[config.mk]
export PLATFORM = sky130hd
export DESIGN_NAME = voice_allocator_envelope
export DESIGN_NICKNAME = d
export VERILOG_FILES = /design/src/rtl/vae_pkg.sv /design/src/rtl/vae_env_step.sv /design/src/rtl/voice_allocator_envelope.sv
export SDC_FILE = /design/constraint.sdc
export NUM_CORES = 2
export LEC_CHECK = 0
export BUFFER_PORTS_ARGS = -buffer_cell sky130_fd_sc_hd__clkbuf_2
export CELL_PAD_IN_SITES_DETAIL_PLACEMENT = 1
export CELL_PAD_IN_SITES_GLOBAL_PLACEMENT = 2
export CORE_ASPECT_RATIO = 0.6
export CORE_UTILIZATION = 47
export DETAILED_ROUTE_END_ITERATION = 16
export PLACE_DENSITY = 0.75
export SETUP_SLACK_MARGIN = 0.5
export SYNTH_ARGS = -nofsm -noshare
export SYNTH_HDL_FRONTEND = slang
export SYNTH_HIERARCHICAL = 1
export SYNTH_SLANG_ARGS = --single-unit
[constraint.sdc]
create_clock -name clk -period 30.6 [get_ports clk]
set_input_delay 6.12 -clock clk [delete_from_list [all_inputs] [get_ports clk]]
set_output_delay 6.12 -clock clk [all_outputs]
set_load 0.05 [all_outputs]
[src/rtl/vae_pkg.sv]
// ----------------------------------------------------------------------------
// vae_pkg
// Shared types, codes and constants of the voice allocator with per-slot
// envelope: transaction structs, slot record layout, opcodes and limits.
// ----------------------------------------------------------------------------
package vae_pkg;

  // default number of voice slots
  localparam int SLOTS_DEF = 16;

  // configuration data width (widest register)
  localparam int CFG_W = 15;

  // opcodes
  localparam logic [1:0] OP_NOTE_ON  = 2'd0;
  localparam logic [1:0] OP_NOTE_OFF = 2'd1;
  localparam logic [1:0] OP_TICK     = 2'd2;
  localparam logic [1:0] OP_ALL_OFF  = 2'd3;

  // result kinds
  localparam logic [2:0] KIND_PLACED   = 3'd0;
  localparam logic [2:0] KIND_OFF_DONE = 3'd1;
  localparam logic [2:0] KIND_LIVE     = 3'd2;
  localparam logic [2:0] KIND_NONE     = 3'd3;
  localparam logic [2:0] KIND_REJECT   = 3'd4;

  // envelope stages
  localparam logic [1:0] STG_IDLE     = 2'd0;
  localparam logic [1:0] STG_ATTACK   = 2'd1;
  localparam logic [1:0] STG_HELD     = 2'd2;
  localparam logic [1:0] STG_RELEASED = 2'd3;

  // configuration register indexes
  localparam logic [1:0] CFG_ATTACK_STEP = 2'd0;
  localparam logic [1:0] CFG_DAMP_COEF   = 2'd1;
  localparam logic [1:0] CFG_VOICE_LIM   = 2'd2;

  // configuration reset values
  localparam logic [14:0] ATTACK_STEP_RST = 15'd35;
  localparam logic [14:0] DAMP_COEF_RST   = 15'd32359;
  localparam logic [8:0]  VOICE_LIM_RST   = 9'd128;

  // playable note range and level limits
  localparam logic [6:0]  NOTE_LOW    = 7'd21;
  localparam logic [6:0]  NOTE_HIGH   = 7'd108;
  localparam logic [14:0] LEVEL_MAX   = 15'd32767;
  localparam logic [14:0] LEVEL_FLOOR = 15'd98;

  typedef struct packed {
    logic [1:0]  op;
    logic [6:0]  note;
    logic [3:0]  channel;
    logic [6:0]  velocity;
    logic [7:0]  voice;
    logic        is_sustained;
    logic        is_drum;
    logic [14:0] decay_coef;
    logic [31:0] end_time;
    logic [31:0] now_time;
  } in_t;

  typedef struct packed {
    logic [2:0]  kind;
    logic [3:0]  slot;
    logic [6:0]  note_res;
    logic [7:0]  voice_res;
    logic [14:0] level;
    logic [6:0]  velocity_res;
    logic [4:0]  live_count;
    logic        last;
  } out_t;

  // one slot record as held in the slot memory
  typedef struct packed {
    logic [6:0]  note;
    logic [7:0]  voice;
    logic [3:0]  channel;
    logic [6:0]  velocity;
    logic [1:0]  stage;
    logic        sustained;
    logic        drum;
    logic [14:0] level;
    logic [14:0] decay;
    logic [31:0] end_time;
  } rec_t;

endpackage

[src/rtl/vae_env_step.sv]
// ----------------------------------------------------------------------------
// vae_env_step
// One tick of a slot envelope: attack ramp with saturation, held decay with
// end-time release, released decay, and the free test against the floor.
// ----------------------------------------------------------------------------
module vae_env_step (
  input  vae_pkg::rec_t rec_i,
  input  logic [14:0]   attack_step_i,
  input  logic [14:0]   damp_coef_i,
  input  logic [31:0]   now_time_i,
  output logic [14:0]   level_o,
  output logic [1:0]    stage_o,
  output logic          drop_o
);

  logic [15:0] sum;
  logic [14:0] coef;
  logic [29:0] prod;
  logic        do_mul;

  // Q15 decay product, truncated
  assign prod = {15'd0, rec_i.level} * {15'd0, coef};

  // advance the envelope by one tick
  always_comb begin
    sum     = {1'b0, rec_i.level} + {1'b0, attack_step_i};
    coef    = rec_i.decay;
    do_mul  = 1'b0;
    stage_o = rec_i.stage;
    level_o = rec_i.level;
    unique case (rec_i.stage)
      vae_pkg::STG_ATTACK: begin
        if (sum >= {1'b0, vae_pkg::LEVEL_MAX}) begin
          level_o = vae_pkg::LEVEL_MAX;
          stage_o = vae_pkg::STG_HELD;
        end else begin
          level_o = sum[14:0];
        end
      end
      vae_pkg::STG_HELD: begin
        do_mul = !rec_i.sustained;
        if (now_time_i >= rec_i.end_time && !rec_i.drum) begin
          stage_o = vae_pkg::STG_RELEASED;
        end
      end
      vae_pkg::STG_RELEASED: begin
        do_mul = 1'b1;
        coef   = rec_i.sustained ? rec_i.decay : damp_coef_i;
      end
      default: begin
        // stage zero keeps its level
      end
    endcase
    if (do_mul) begin
      level_o = prod[29:15];
    end
  end

  // free the slot once the level falls under the floor
  assign drop_o = level_o < vae_pkg::LEVEL_FLOOR;

endmodule

[src/rtl/voice_allocator_envelope.sv]
// ----------------------------------------------------------------------------
// voice_allocator_envelope
// Polyphonic voice slot manager with a Q15 envelope per slot. Slot records
// live in a synchronous memory that each note on, note off and tick walks.
// ----------------------------------------------------------------------------
// Note on, note off and tick walk the slot memory one entry per cycle: the last
// result is on the outputs when busy clears, so a new such transaction is taken
// only after that. Tick reports of live slots come during the walk, each held
// until the next live one, the last closing the walk. Rejected notes and all
// notes off answer in the cycle after the accept with no busy time; the receiver
// cannot stall. Reset clears used bits and live count and loads config defaults.
module voice_allocator_envelope #(
  parameter int SLOTS = vae_pkg::SLOTS_DEF
) (
  input  logic                      clk,
  input  logic                      rst_n,
  input  logic                      start,
  output logic                      busy,
  input  vae_pkg::in_t              in_data,
  output logic                      out_valid,
  output vae_pkg::out_t             out_data,
  input  logic                      cfg_we,
  input  logic [1:0]                cfg_index,
  input  logic [vae_pkg::CFG_W-1:0] cfg_wdata
);

  localparam int IDX_W = $clog2(SLOTS);
  localparam int CNT_W = $clog2(SLOTS + 1);
  localparam logic [IDX_W-1:0] IDX_LAST = IDX_W'(SLOTS - 1);

  localparam logic [1:0] ST_IDLE = 2'd0;
  localparam logic [1:0] ST_SCAN = 2'd1;
  localparam logic [1:0] ST_WAIT = 2'd2;
  localparam logic [1:0] ST_DONE = 2'd3;

  // control state
  logic [1:0]       state_r, state_nxt;
  logic [IDX_W-1:0] idx_r, idx_nxt;
  logic             proc_vld_r, proc_vld_nxt;
  logic [SLOTS-1:0] used_r, used_nxt;
  logic [CNT_W-1:0] count_r, count_nxt;
  logic             pend_vld_r, pend_vld_nxt;
  logic             hit_r, hit_nxt;
  logic             free_r, free_nxt;
  logic             out_valid_r, out_valid_nxt;
  logic [14:0]      attack_r, attack_nxt;
  logic [14:0]      damper_r, damper_nxt;
  logic [8:0]       vcount_r, vcount_nxt;

  // payload
  vae_pkg::in_t     cmd_r, cmd_nxt;
  logic [IDX_W-1:0] proc_idx_r, proc_idx_nxt;
  logic [IDX_W-1:0] hit_idx_r, hit_idx_nxt;
  logic [14:0]      hit_level_r, hit_level_nxt;
  logic [IDX_W-1:0] free_idx_r, free_idx_nxt;
  logic [IDX_W-1:0] min_idx_r, min_idx_nxt;
  logic [14:0]      min_level_r, min_level_nxt;
  vae_pkg::out_t    pend_r, pend_nxt;
  vae_pkg::out_t    out_r, out_nxt;

  // slot memory
  vae_pkg::rec_t    mem [SLOTS];
  vae_pkg::rec_t    rd_rec_r;
  logic             rd_en;
  logic [IDX_W-1:0] rd_addr;
  logic             mem_we;
  logic [IDX_W-1:0] mem_waddr;
  vae_pkg::rec_t    mem_wdata;

  // envelope step on the slot just read
  logic [14:0]      env_level;
  logic [1:0]       env_stage;
  logic             env_drop;

  logic             accept;
  logic [IDX_W-1:0] place_idx;
  logic             place_new;
  logic             proc_used;

  assign busy      = state_r != ST_IDLE;
  assign accept    = start && !busy;
  assign out_valid = out_valid_r;
  assign out_data  = out_r;
  assign rd_en     = state_r == ST_SCAN;
  assign rd_addr   = idx_r;
  assign proc_used = used_r[proc_idx_r];

  // pick the slot for a note on: matching slot, lowest free, lowest level
  assign place_idx = hit_r ? hit_idx_r : (free_r ? free_idx_r : min_idx_r);
  assign place_new = !hit_r && free_r;

  vae_env_step u_env_step (
    .rec_i         (rd_rec_r),
    .attack_step_i (attack_r),
    .damp_coef_i   (damper_r),
    .now_time_i    (cmd_r.now_time),
    .level_o       (env_level),
    .stage_o       (env_stage),
    .drop_o        (env_drop)
  );

  // sequencer, slot processing and result selection
  always_comb begin
    state_nxt     = state_r;
    idx_nxt       = idx_r;
    proc_vld_nxt  = 1'b0;
    proc_idx_nxt  = proc_idx_r;
    used_nxt      = used_r;
    count_nxt     = count_r;
    pend_vld_nxt  = pend_vld_r;
    pend_nxt      = pend_r;
    hit_nxt       = hit_r;
    hit_idx_nxt   = hit_idx_r;
    hit_level_nxt = hit_level_r;
    free_nxt      = free_r;
    free_idx_nxt  = free_idx_r;
    min_idx_nxt   = min_idx_r;
    min_level_nxt = min_level_r;
    cmd_nxt       = cmd_r;
    out_valid_nxt = 1'b0;
    out_nxt       = out_r;
    attack_nxt    = attack_r;
    damper_nxt    = damper_r;
    vcount_nxt    = vcount_r;
    mem_we        = 1'b0;
    mem_waddr     = proc_idx_r;
    mem_wdata     = rd_rec_r;

    // take configuration writes
    if (cfg_we) begin
      unique case (cfg_index)
        vae_pkg::CFG_ATTACK_STEP: attack_nxt = cfg_wdata[14:0];
        vae_pkg::CFG_DAMP_COEF:   damper_nxt = cfg_wdata[14:0];
        vae_pkg::CFG_VOICE_LIM:   vcount_nxt = cfg_wdata[8:0];
        default: begin
          // index beyond the register list: drop
        end
      endcase
    end

    // process the slot read in the previous cycle
    if (proc_vld_r) begin
      unique case (cmd_r.op)
        vae_pkg::OP_TICK: begin
          if (proc_used) begin
            mem_we          = 1'b1;
            mem_wdata.level = env_level;
            mem_wdata.stage = env_stage;
            if (env_drop) begin
              used_nxt[proc_idx_r] = 1'b0;
              count_nxt            = count_r - CNT_W'(1);
            end else begin
              // release the held report, keep this one until the next
              if (pend_vld_r) begin
                out_valid_nxt = 1'b1;
                out_nxt       = pend_r;
              end
              pend_vld_nxt          = 1'b1;
              pend_nxt.kind         = vae_pkg::KIND_LIVE;
              pend_nxt.slot         = 4'(proc_idx_r);
              pend_nxt.note_res     = rd_rec_r.note;
              pend_nxt.voice_res    = rd_rec_r.voice;
              pend_nxt.level        = env_level;
              pend_nxt.velocity_res = rd_rec_r.velocity;
              pend_nxt.live_count   = 5'd0;
              pend_nxt.last         = 1'b0;
            end
          end
        end
        vae_pkg::OP_NOTE_OFF: begin
          if (proc_used && rd_rec_r.note == cmd_r.note &&
              rd_rec_r.channel == cmd_r.channel &&
              rd_rec_r.stage == vae_pkg::STG_HELD) begin
            mem_we          = 1'b1;
            mem_wdata.stage = vae_pkg::STG_RELEASED;
          end
        end
        vae_pkg::OP_NOTE_ON: begin
          if (!hit_r && proc_used && rd_rec_r.note == cmd_r.note &&
              rd_rec_r.voice == cmd_r.voice &&
              rd_rec_r.channel == cmd_r.channel) begin
            hit_nxt       = 1'b1;
            hit_idx_nxt   = proc_idx_r;
            hit_level_nxt = rd_rec_r.level;
          end
          if (!free_r && !proc_used) begin
            free_nxt     = 1'b1;
            free_idx_nxt = proc_idx_r;
          end
          if (proc_idx_r == '0 || rd_rec_r.level < min_level_r) begin
            min_idx_nxt   = proc_idx_r;
            min_level_nxt = rd_rec_r.level;
          end
        end
        default: begin
          // all notes off never walks the memory
        end
      endcase
    end

    // sequencer
    unique case (state_r)
      ST_IDLE: begin
        if (accept) begin
          cmd_nxt = in_data;
          if ({1'b0, in_data.voice} >= vcount_r) begin
            cmd_nxt.voice = 8'd0;
          end
          idx_nxt      = '0;
          hit_nxt      = 1'b0;
          free_nxt     = 1'b0;
          pend_vld_nxt = 1'b0;
          unique case (in_data.op)
            vae_pkg::OP_NOTE_ON: begin
              if (in_data.note < vae_pkg::NOTE_LOW ||
                  in_data.note > vae_pkg::NOTE_HIGH) begin
                out_valid_nxt = 1'b1;
                out_nxt       = '0;
                out_nxt.kind       = vae_pkg::KIND_REJECT;
                out_nxt.note_res   = in_data.note;
                out_nxt.live_count = 5'(count_r);
                out_nxt.last       = 1'b1;
              end else begin
                state_nxt = ST_SCAN;
              end
            end
            vae_pkg::OP_NOTE_OFF,
            vae_pkg::OP_TICK: begin
              state_nxt = ST_SCAN;
            end
            vae_pkg::OP_ALL_OFF: begin
              used_nxt      = '0;
              count_nxt     = '0;
              out_valid_nxt = 1'b1;
              out_nxt       = '0;
              out_nxt.kind  = vae_pkg::KIND_NONE;
              out_nxt.last  = 1'b1;
            end
            default: begin
            end
          endcase
        end
      end
      ST_SCAN: begin
        proc_vld_nxt = 1'b1;
        proc_idx_nxt = idx_r;
        idx_nxt      = idx_r + IDX_W'(1);
        if (idx_r == IDX_LAST) begin
          state_nxt = ST_WAIT;
        end
      end
      ST_WAIT: begin
        state_nxt = ST_DONE;
      end
      ST_DONE: begin
        state_nxt     = ST_IDLE;
        out_valid_nxt = 1'b1;
        out_nxt       = '0;
        out_nxt.last  = 1'b1;
        unique case (cmd_r.op)
          vae_pkg::OP_NOTE_ON: begin
            mem_we    = 1'b1;
            mem_waddr = place_idx;
            mem_wdata.note      = cmd_r.note;
            mem_wdata.voice     = cmd_r.voice;
            mem_wdata.channel   = cmd_r.channel;
            mem_wdata.velocity  = cmd_r.velocity;
            mem_wdata.stage     = vae_pkg::STG_ATTACK;
            mem_wdata.sustained = cmd_r.is_sustained;
            mem_wdata.drum      = cmd_r.is_drum;
            mem_wdata.level     = hit_r ? hit_level_r : 15'd0;
            mem_wdata.decay     = cmd_r.decay_coef;
            mem_wdata.end_time  = cmd_r.end_time;
            used_nxt[place_idx] = 1'b1;
            count_nxt           = count_r + CNT_W'(place_new);
            out_nxt.kind         = vae_pkg::KIND_PLACED;
            out_nxt.slot         = 4'(place_idx);
            out_nxt.note_res     = cmd_r.note;
            out_nxt.voice_res    = cmd_r.voice;
            out_nxt.level        = hit_r ? hit_level_r : 15'd0;
            out_nxt.velocity_res = cmd_r.velocity;
            out_nxt.live_count   = 5'(count_r + CNT_W'(place_new));
          end
          vae_pkg::OP_NOTE_OFF: begin
            out_nxt.kind       = vae_pkg::KIND_OFF_DONE;
            out_nxt.note_res   = cmd_r.note;
            out_nxt.live_count = 5'(count_r);
          end
          vae_pkg::OP_TICK: begin
            // close the walk with the held report or a nothing-live result
            if (pend_vld_r) begin
              out_nxt            = pend_r;
              out_nxt.live_count = 5'(count_r);
              out_nxt.last       = 1'b1;
            end else begin
              out_nxt.kind = vae_pkg::KIND_NONE;
            end
            pend_vld_nxt = 1'b0;
          end
          default: begin
            out_nxt.kind = vae_pkg::KIND_NONE;
          end
        endcase
      end
      default: begin
        state_nxt = ST_IDLE;
      end
    endcase
  end

  // control registers
  always_ff @(posedge clk) begin
    if (!rst_n) begin
      state_r     <= ST_IDLE;
      idx_r       <= '0;
      proc_vld_r  <= 1'b0;
      used_r      <= '0;
      count_r     <= '0;
      pend_vld_r  <= 1'b0;
      hit_r       <= 1'b0;
      free_r      <= 1'b0;
      out_valid_r <= 1'b0;
      attack_r    <= vae_pkg::ATTACK_STEP_RST;
      damper_r    <= vae_pkg::DAMP_COEF_RST;
      vcount_r    <= vae_pkg::VOICE_LIM_RST;
    end else begin
      state_r     <= state_nxt;
      idx_r       <= idx_nxt;
      proc_vld_r  <= proc_vld_nxt;
      used_r      <= used_nxt;
      count_r     <= count_nxt;
      pend_vld_r  <= pend_vld_nxt;
      hit_r       <= hit_nxt;
      free_r      <= free_nxt;
      out_valid_r <= out_valid_nxt;
      attack_r    <= attack_nxt;
      damper_r    <= damper_nxt;
      vcount_r    <= vcount_nxt;
    end
  end

  // payload registers
  always_ff @(posedge clk) begin
    cmd_r       <= cmd_nxt;
    proc_idx_r  <= proc_idx_nxt;
    hit_idx_r   <= hit_idx_nxt;
    hit_level_r <= hit_level_nxt;
    free_idx_r  <= free_idx_nxt;
    min_idx_r   <= min_idx_nxt;
    min_level_r <= min_level_nxt;
    pend_r      <= pend_nxt;
    out_r       <= out_nxt;
  end

  // slot memory: one write port, one registered read port
  always_ff @(posedge clk) begin
    if (mem_we) begin
      mem[mem_waddr] <= mem_wdata;
    end
  end

  always_ff @(posedge clk) begin
    if (rd_en) begin
      rd_rec_r <= mem[rd_addr];
    end
  end

`ifndef SYNTH
  // live count tracks the used bits
  assert property (@(posedge clk) disable iff (!rst_n)
    count_r == CNT_W'($countones(used_r)))
    else $error("live count differs from used slots");

  // write-back never hits the entry being read in the same cycle
  assert property (@(posedge clk) disable iff (!rst_n)
    (mem_we && rd_en) |-> (mem_waddr != rd_addr))
    else $error("slot memory read and write collide");

  // the final result of a transaction never overlaps slot processing
  assert property (@(posedge clk) disable iff (!rst_n)
    (out_valid_r && out_r.last) |-> !proc_vld_r)
    else $error("last result while a slot is still in process");

  // only tick reports come without the last mark
  assert property (@(posedge clk) disable iff (!rst_n)
    (out_valid_r && !out_r.last) |-> (out_r.kind == vae_pkg::KIND_LIVE))
    else $error("non-final result that is not a live report");

  // a held report exists only while a tick walks
  assert property (@(posedge clk) disable iff (!rst_n)
    pend_vld_r |-> (cmd_r.op == vae_pkg::OP_TICK && state_r != ST_IDLE))
    else $error("held report outside a tick");
`endif

endmodule

Word-level counts from Yosys, hierarchy flattened
Memory sizes are Yosys's and may differ from the RTL's. A register that Yosys moved wholly into a read port is not among the register bits.
Cells that the tools add are included.
Widths: inputs -> output; s select.
{"block": "classes", "add_sub_neg": 4, "mul": 1, "n_lt_le_gt_ge": 11, "n_eq_ne": 21, "n_mux": 104, "n_bitwise": 4, "reduce_logical": 40}
{"op": "$mux 50", "count": 7}
{"op": "$pmux 50 s2", "count": 2}
{"op": "$mux 92", "count": 2}
{"op": "$mux 15", "count": 9}
{"op": "$mux 16", "count": 7}
{"op": "$pmux 30 s2", "count": 1}
{"op": "$mux 47", "count": 1}
{"op": "$mux 1", "count": 36}
{"op": "$mux 5", "count": 7}
{"op": "$ge 32x32->1", "count": 1}
{"op": "$pmux 16 s2", "count": 1}
{"op": "$mul 15x15->30", "count": 1}
{"op": "$mux 4", "count": 5}
{"op": "$add 15x15->16", "count": 1}
{"op": "$and 16x16->16", "count": 1}
{"op": "$eq 2x2->1 const B", "count": 8}
{"op": "$ge 16x15->1 const B", "count": 1}
{"op": "$mux 2", "count": 8}
{"op": "$not 16->16", "count": 1}
{"op": "$or 16x16->16", "count": 1}
{"op": "$pmux 4 s2", "count": 2}
{"op": "$lt 15x15->1", "count": 1}
{"op": "$lt 15x7->1 const B", "count": 1}
{"op": "$pmux 5 s3", "count": 1}
{"op": "other kinds (36)", "count": 79}
{"block": "word_totals", "ff_bits": 317, "ram_bits": 1472, "out_inout_bits": 52, "wordCells": 227, "mem_count": 1}
{"memory": "mem", "depth": 16, "width": 92, "rd": 1, "rd_clocked_by_memory_dff": 1, "wr": 1, "line_no": "voice_allocator_envelope.sv:62", "source": "vae_pkg::rec_t mem [SLOTS];"}

Depth between registers and ports, before layout
{"block": "logic_depth", "ltp_word": 14, "depth_mapped": 36}

Hierarchy
The synthesis kept the hierarchy.
{"mod": "voice_allocator_envelope", "instances": 1, "cells_per_inst": 3516, "area_each_um2": 72185.5}
{"mod": "vae_env_step", "instances": 1, "cells_per_inst": 1115, "area_each_um2": 9444.1}

Worst setup path after synthesis
No wires, ideal clock.
{"block": "synth_timing", "path_kind": "reg2reg", "start": "reg, netlist name rd_rec_r[64]", "end": "reg pend_vld_r", "setup_ns": 0.071, "t_arrival_ns": 10.934, "path_slack_ns": 19.596, "path_stages_with_launch": 31, "cell_sequence": "edfxtp_1 > ha_1 > nand2b_1 > buf_6 > clkbuf_1 > mux2i_1 > clkbuf_1 > nor2b_1 > fa_1 > inv_1 > fa_1 > inv_1 > fa_1 > fa_1 > fa_1 > inv_1 > fa_1 > inv_1 > ha_1 > nand2_1 > o21ai_0 > a21o_1 > a211oi_1 > a21oi_1 > o21ai_0 > a21oi_1 > o31ai_1 > o211a_1 > nor4_2 > nor3_1 > o221a_2"}
{"block": "synth_via", "elab_chain_cells": 11, "word_cells_on_any_way": 16, "classes_between": "mul (1); order compare (1); eq/ne (3); mux (11)"}
{"item": "$eq 2x2->1", "line_no": "vae_env_step.sv:31", "source": "unique case (rec_i.stage)"}
{"item": "$mux 15", "line_no": "vae_env_step.sv:31"}
{"item": "$mul 15x15->30", "line_no": "vae_env_step.sv:22", "source": "assign prod = {15'd0, rec_i.level} * {15'd0, coef};"}
{"item": "$mux 15 *", "line_no": "vae_env_step.sv:54", "source": "if (do_mul) begin"}
{"item": "named net env_level[6]", "line_no": "voice_allocator_envelope.sv:71", "source": "logic [14:0] env_level;"}
{"item": "$lt 15x7->1 *", "line_no": "vae_env_step.sv:60", "source": "assign drop_o = level_o < vae_pkg::LEVEL_FLOOR;"}
{"item": "named net env_drop", "line_no": "voice_allocator_envelope.sv:73", "source": "logic env_drop;"}
{"item": "$mux 1 *", "line_no": "voice_allocator_envelope.sv:149", "source": "if (env_drop) begin"}
{"item": "$mux 1 *", "line_no": "voice_allocator_envelope.sv:145", "source": "if (proc_used) begin"}
{"item": "$mux 1 *", "line_no": "voice_allocator_envelope.sv:143", "source": "unique case (cmd_r.op)"}
{"item": "$mux 1 *", "line_no": "voice_allocator_envelope.sv:142", "source": "if (proc_vld_r) begin"}
{"item": "$mux 1 (on tied branches)", "line_no": "voice_allocator_envelope.sv:260, voice_allocator_envelope.sv:204"}
{"item": "$pmux 1 s2 *", "line_no": "voice_allocator_envelope.sv:202", "source": "unique case (state_r)"}
{"item": "end signal: assignment", "line_no": "voice_allocator_envelope.sv:332", "source": "pend_vld_r <= pend_vld_nxt;"}
{"item": "end: declaration", "line_no": "voice_allocator_envelope.sv:42", "source": "logic pend_vld_r, pend_vld_nxt;"}
The timed path passes the listed nets; every way through them passes the cells marked *.
A chain may end at the register's enable or synchronous reset.

Final worst setup path
{"block": "layout_timing", "start": "reg, netlist name rd_rec_r[64]", "end": "reg pend_r[19] in the netlist's numbering, enable pin"}
{"block": "layout_via", "elab_chain_cells": 7, "word_cells_on_any_way": 11, "classes_between": "mul (1); order compare (1); eq/ne (3); mux (4); bitwise (1); reduce/logical (1)"}
{"item": "$eq 2x2->1", "line_no": "vae_env_step.sv:31"}
{"item": "$mux 15", "line_no": "vae_env_step.sv:31"}
{"item": "$mul 15x15->30", "line_no": "vae_env_step.sv:22"}
{"item": "$mux 15 *", "line_no": "vae_env_step.sv:54"}
{"item": "named net env_level[6]", "line_no": "voice_allocator_envelope.sv:71"}
{"item": "$lt 15x7->1 *", "line_no": "vae_env_step.sv:60"}
{"item": "named net env_drop", "line_no": "voice_allocator_envelope.sv:73"}
{"item": "$not 1->1 (no source line) *"}
{"item": "$reduce_and 4->1 (no source line) *"}
{"item": "end signal: assignment", "line_no": "voice_allocator_envelope.sv:351", "source": "pend_r <= pend_nxt;"}
{"item": "end: declaration", "line_no": "voice_allocator_envelope.sv:58", "source": "vae_pkg::out_t pend_r, pend_nxt;"}
Marks and branches as above.

==> summary.md <==
| Metric | Value |
|---|---|
| Worst Skew | 72.4 ps |
| Count of pins over their slew limit | 0 |
| Mapped Area | 0.0816 mm2 |
| Ratio of cells with drive above 1 in the final layout | 21.4% |
| Startpoint types | flop |
| I/O Pins | 182 |
| Crit path max-delay family | adder cells |
| Drt total wl | 230000 um |
| CTS tree | done |
| Area of the core | 0.172 mm2 |
| H-tree Lvls | 4 |
| Critical path type | flop to flop |
| Vias per cell | 6.08 |
| Syn nets | 5105 |
| Crit. End Element | flop |
| Cts bufs inserted | 181 |
| Die X | 540 um |
| Mapped Avg Cell Area | 17.6 um2 |
| IO Port Bufs | 181 |
| TritonCTS Sinks | 1881 |
| Number of synthesized flops with an enable pin | 1760 |
| Reg2reg setup slack | 20230 ps |
| Gp weighted congestion | 0.863 |
| Minimum clock period | 10370 ps |
| Leading area contributor after synthesis | edfxtp_1 |
| Proportion of netlist area held by the largest area contributor | 64.7% |
| Layout overhead on the synthesized area | 11.7% |
| Most frequent cells in the layout | edfxtp_1, nand2_1, mux4_2, inv_1, clkbuf_16 |
| Drt first pass iters | 5 |
| Grt ovf | 0 |
| Largest net degree at the start of global routing | 148 |
| Syn. warnings | 6 |
| Global Route Usage Sum | 26.4% |
| CP required | 31050 ps |
| Crit path buf inv count | 7 |
| Vias in the first global route | 45900 |
| Number of buffers added for setup after CTS | 0 |
| Worst skew pair latency | 860 ps |
| Post-synth top flop | edfxtp_1 |
| Critical path's most frequent cell | fa_1 |
| Final Setup Violations | 0 |
| Worst Max-Slew Pin Slew | 1340 ps |
| Wire per inst | 31.6 um |
| Crit path DAT | 10820 ps |
| Starting Density | 47.3% |
| Rel. slew slack | 9.85% |
| Reg clk slew, reported paths | 70 ps |
| Worst R2R End | pend_r[19] |
| Cell count after synthesis | 4631 |
| Setup TNS | 0 ps |
| Clock root cell | clkbuf_16 |
| Post-synth cell types | 89 |
| Die area | 0.175 mm2 |
| Flops & latches, synth | 1881 |
| Slowest stage delay, CP | 870 ps |
| Final worst-path cycle share | 33.9% |
| FP Rows | 118 |
| Clk buf depth | 4 |
| First-pass GRT wire length | 333000 um |
| Hpwl dp | 137000 um |
| Max-capacitance violation count | 0 |
| Status | completed |
| Fmax | 96.4 MHz |
| CP max FO | 34 |
| Reg2reg start | rd_rec_r[64] |
| 1st-iter DRT viols | 4558 |
| Hold Crit Depth | 0 |
| Final ANT Viol Nets | 0 |
| Initial antenna violation count | 14 |
| Commonest non-fill, non-tap cell in the layout | edfxtp_1 |
| DIE HEIGHT | 325 um |
| Cts repair resizes | 0 |
| Register area share after synthesis | 67.7% |
| Final net count | 5344 |
| HP Start | rd_rec_r[67] |
| Via count | 44300 |
| R2R depth | 29 |
| Fraction of synthesis flops using an asynchronous set or reset pin | 0% |
| RSZ-0062 raised after global routing | no |
| Synth top area cells | edfxtp_1, mux4_2, fa_1 |
| CTS Hold Bufs | 0 |
| DRC Markers | 0 |
| Hold EP | pend_r[7] |
| Hold Fails Final Rpt | 0 |
| Worst hold path class | flop to flop |
| Slowest CP cell | mux2i_2 |
-- how the worst max path moves through the flow --
| stage | startpoint | cells after the start | slack [ps] | end |
|---|---|---|---|---|
| 2_1_floorplan | rd_rec_r[64] | 30 | 19600 | pend_vld_r |
| 3_3_place_gp | rd_rec_r[64] | 29 | 20560 | pend_r[11] |
| 3_5_place_dp | rd_rec_r[64] | 29 | 20370 | pend_r[12] |
| 4_1_cts | rd_rec_r[64] | 29 | 20330 | pend_r[6] |
| 5_1_grt | rd_rec_r[64] | 29 | 19750 | pend_r[22] |
| 6_report | rd_rec_r[64] | 29 | 20230 | pend_r[19] |
-- registers in the layout, summed over array words and instances, names as in the netlist, 5 cells and up --
register / flops
vcount_r: 9
rd_rec_r: 92
pend_r: 41
hit_level_r: 15
out_data: 50
attack_r: 15
mem: 1472
count_r: 5
used_r: 16
min_level_r: 15
cmd_r: 109
damper_r: 15
-- final cells by class --
type / instances / area [um2]
clock buffers: 218 / 4750
fillers: 15600 / 81200
inverters: 277 / 1040
clock inverters: 96 / 791
diodes: 10 / 25.0
flip-flops and latches: 1881 / 55300
multi-input cells: 2250 / 24700
well taps: 2280 / 2850
repair buffers: 279 / 1770
-- stage by stage --
stage | instances | area (um2) | setup WS, ps | hold slack, ps | util [%]
4_1_cts | 7281 | 91200 | 20330 | 463 | 52.9
6_report | 7291 | 91200 | 20230 | 461 | 52.9
5_1_grt | 7282 | 91200 | 19750 | 477 | 52.9
2_1_floorplan | 4631 | 81600 | 19600 | 406 | -
3_5_place_dp | 6967 | 85600 | 20370 | 447 | 49.7
3_3_place_gp | 6967 | 85600 | 20560 | 445 | 49.7
-- cell usage after synthesis (18+ instances only) --
master       n
ha_1       177
fa_1       167
a21o_1      26
a22oi_1     45
buf_1       38
nor2_1      64
o21ai_0     95
clkbuf_1   172
edfxtp_1  1760
o22ai_1     62
mux2i_1     67
a21boi_0    20
xnor2_1     35
inv_1      277
nand2b_1    23
nand3_1     56
dfxtp_1    121
nor2b_1    101
a21oi_1     70
nand2_1    471
and2_1      64
mux4_2     463
and3_1      18
-- worst reg2reg max path, delay by kind of cell, from the launching register on --
family                     cells  cell delay [ps]
muxes                          1              880
adders and majority gates      8             3730
AOI/OAI and AO/OA              8             2270
DFF                            1              530
buffers and inverters          7             1360
and+or+nand+nor                5             1240
-- cells by family (layout without fill, tap and decap cells) --
group                    Yosys count  after routing  synth area share [%]
AO/OA/AOI/OAI                    438            438                  3.63
XOR/XNOR                          49             49                 0.526
adder cells (fa/ha/maj)          344            344                  6.81
buffers and inverters            500            870                  2.42
flip-flops                      1881           1881                  67.7
multiplexers                     548            548                  13.9
other                              0             10                     0
AND/OR/NAND/NOR                  871            871                  5.05
-- per-layer routing --
layer / wire [um] / vias up / global-route usage (%)
met5: 51 / - / 0.0812
met4: 4580 / 10 / 5.53
met3: 20900 / 290 / 7.17
met2: 99400 / 1735 / 37.9
met1: 105000 / 23900 / 40.4
li1: - / 18400 / -
Power is left out: the tool's default activity adds up to more than one toggle a clock period on the data nets, which glitch-free logic cannot reach.
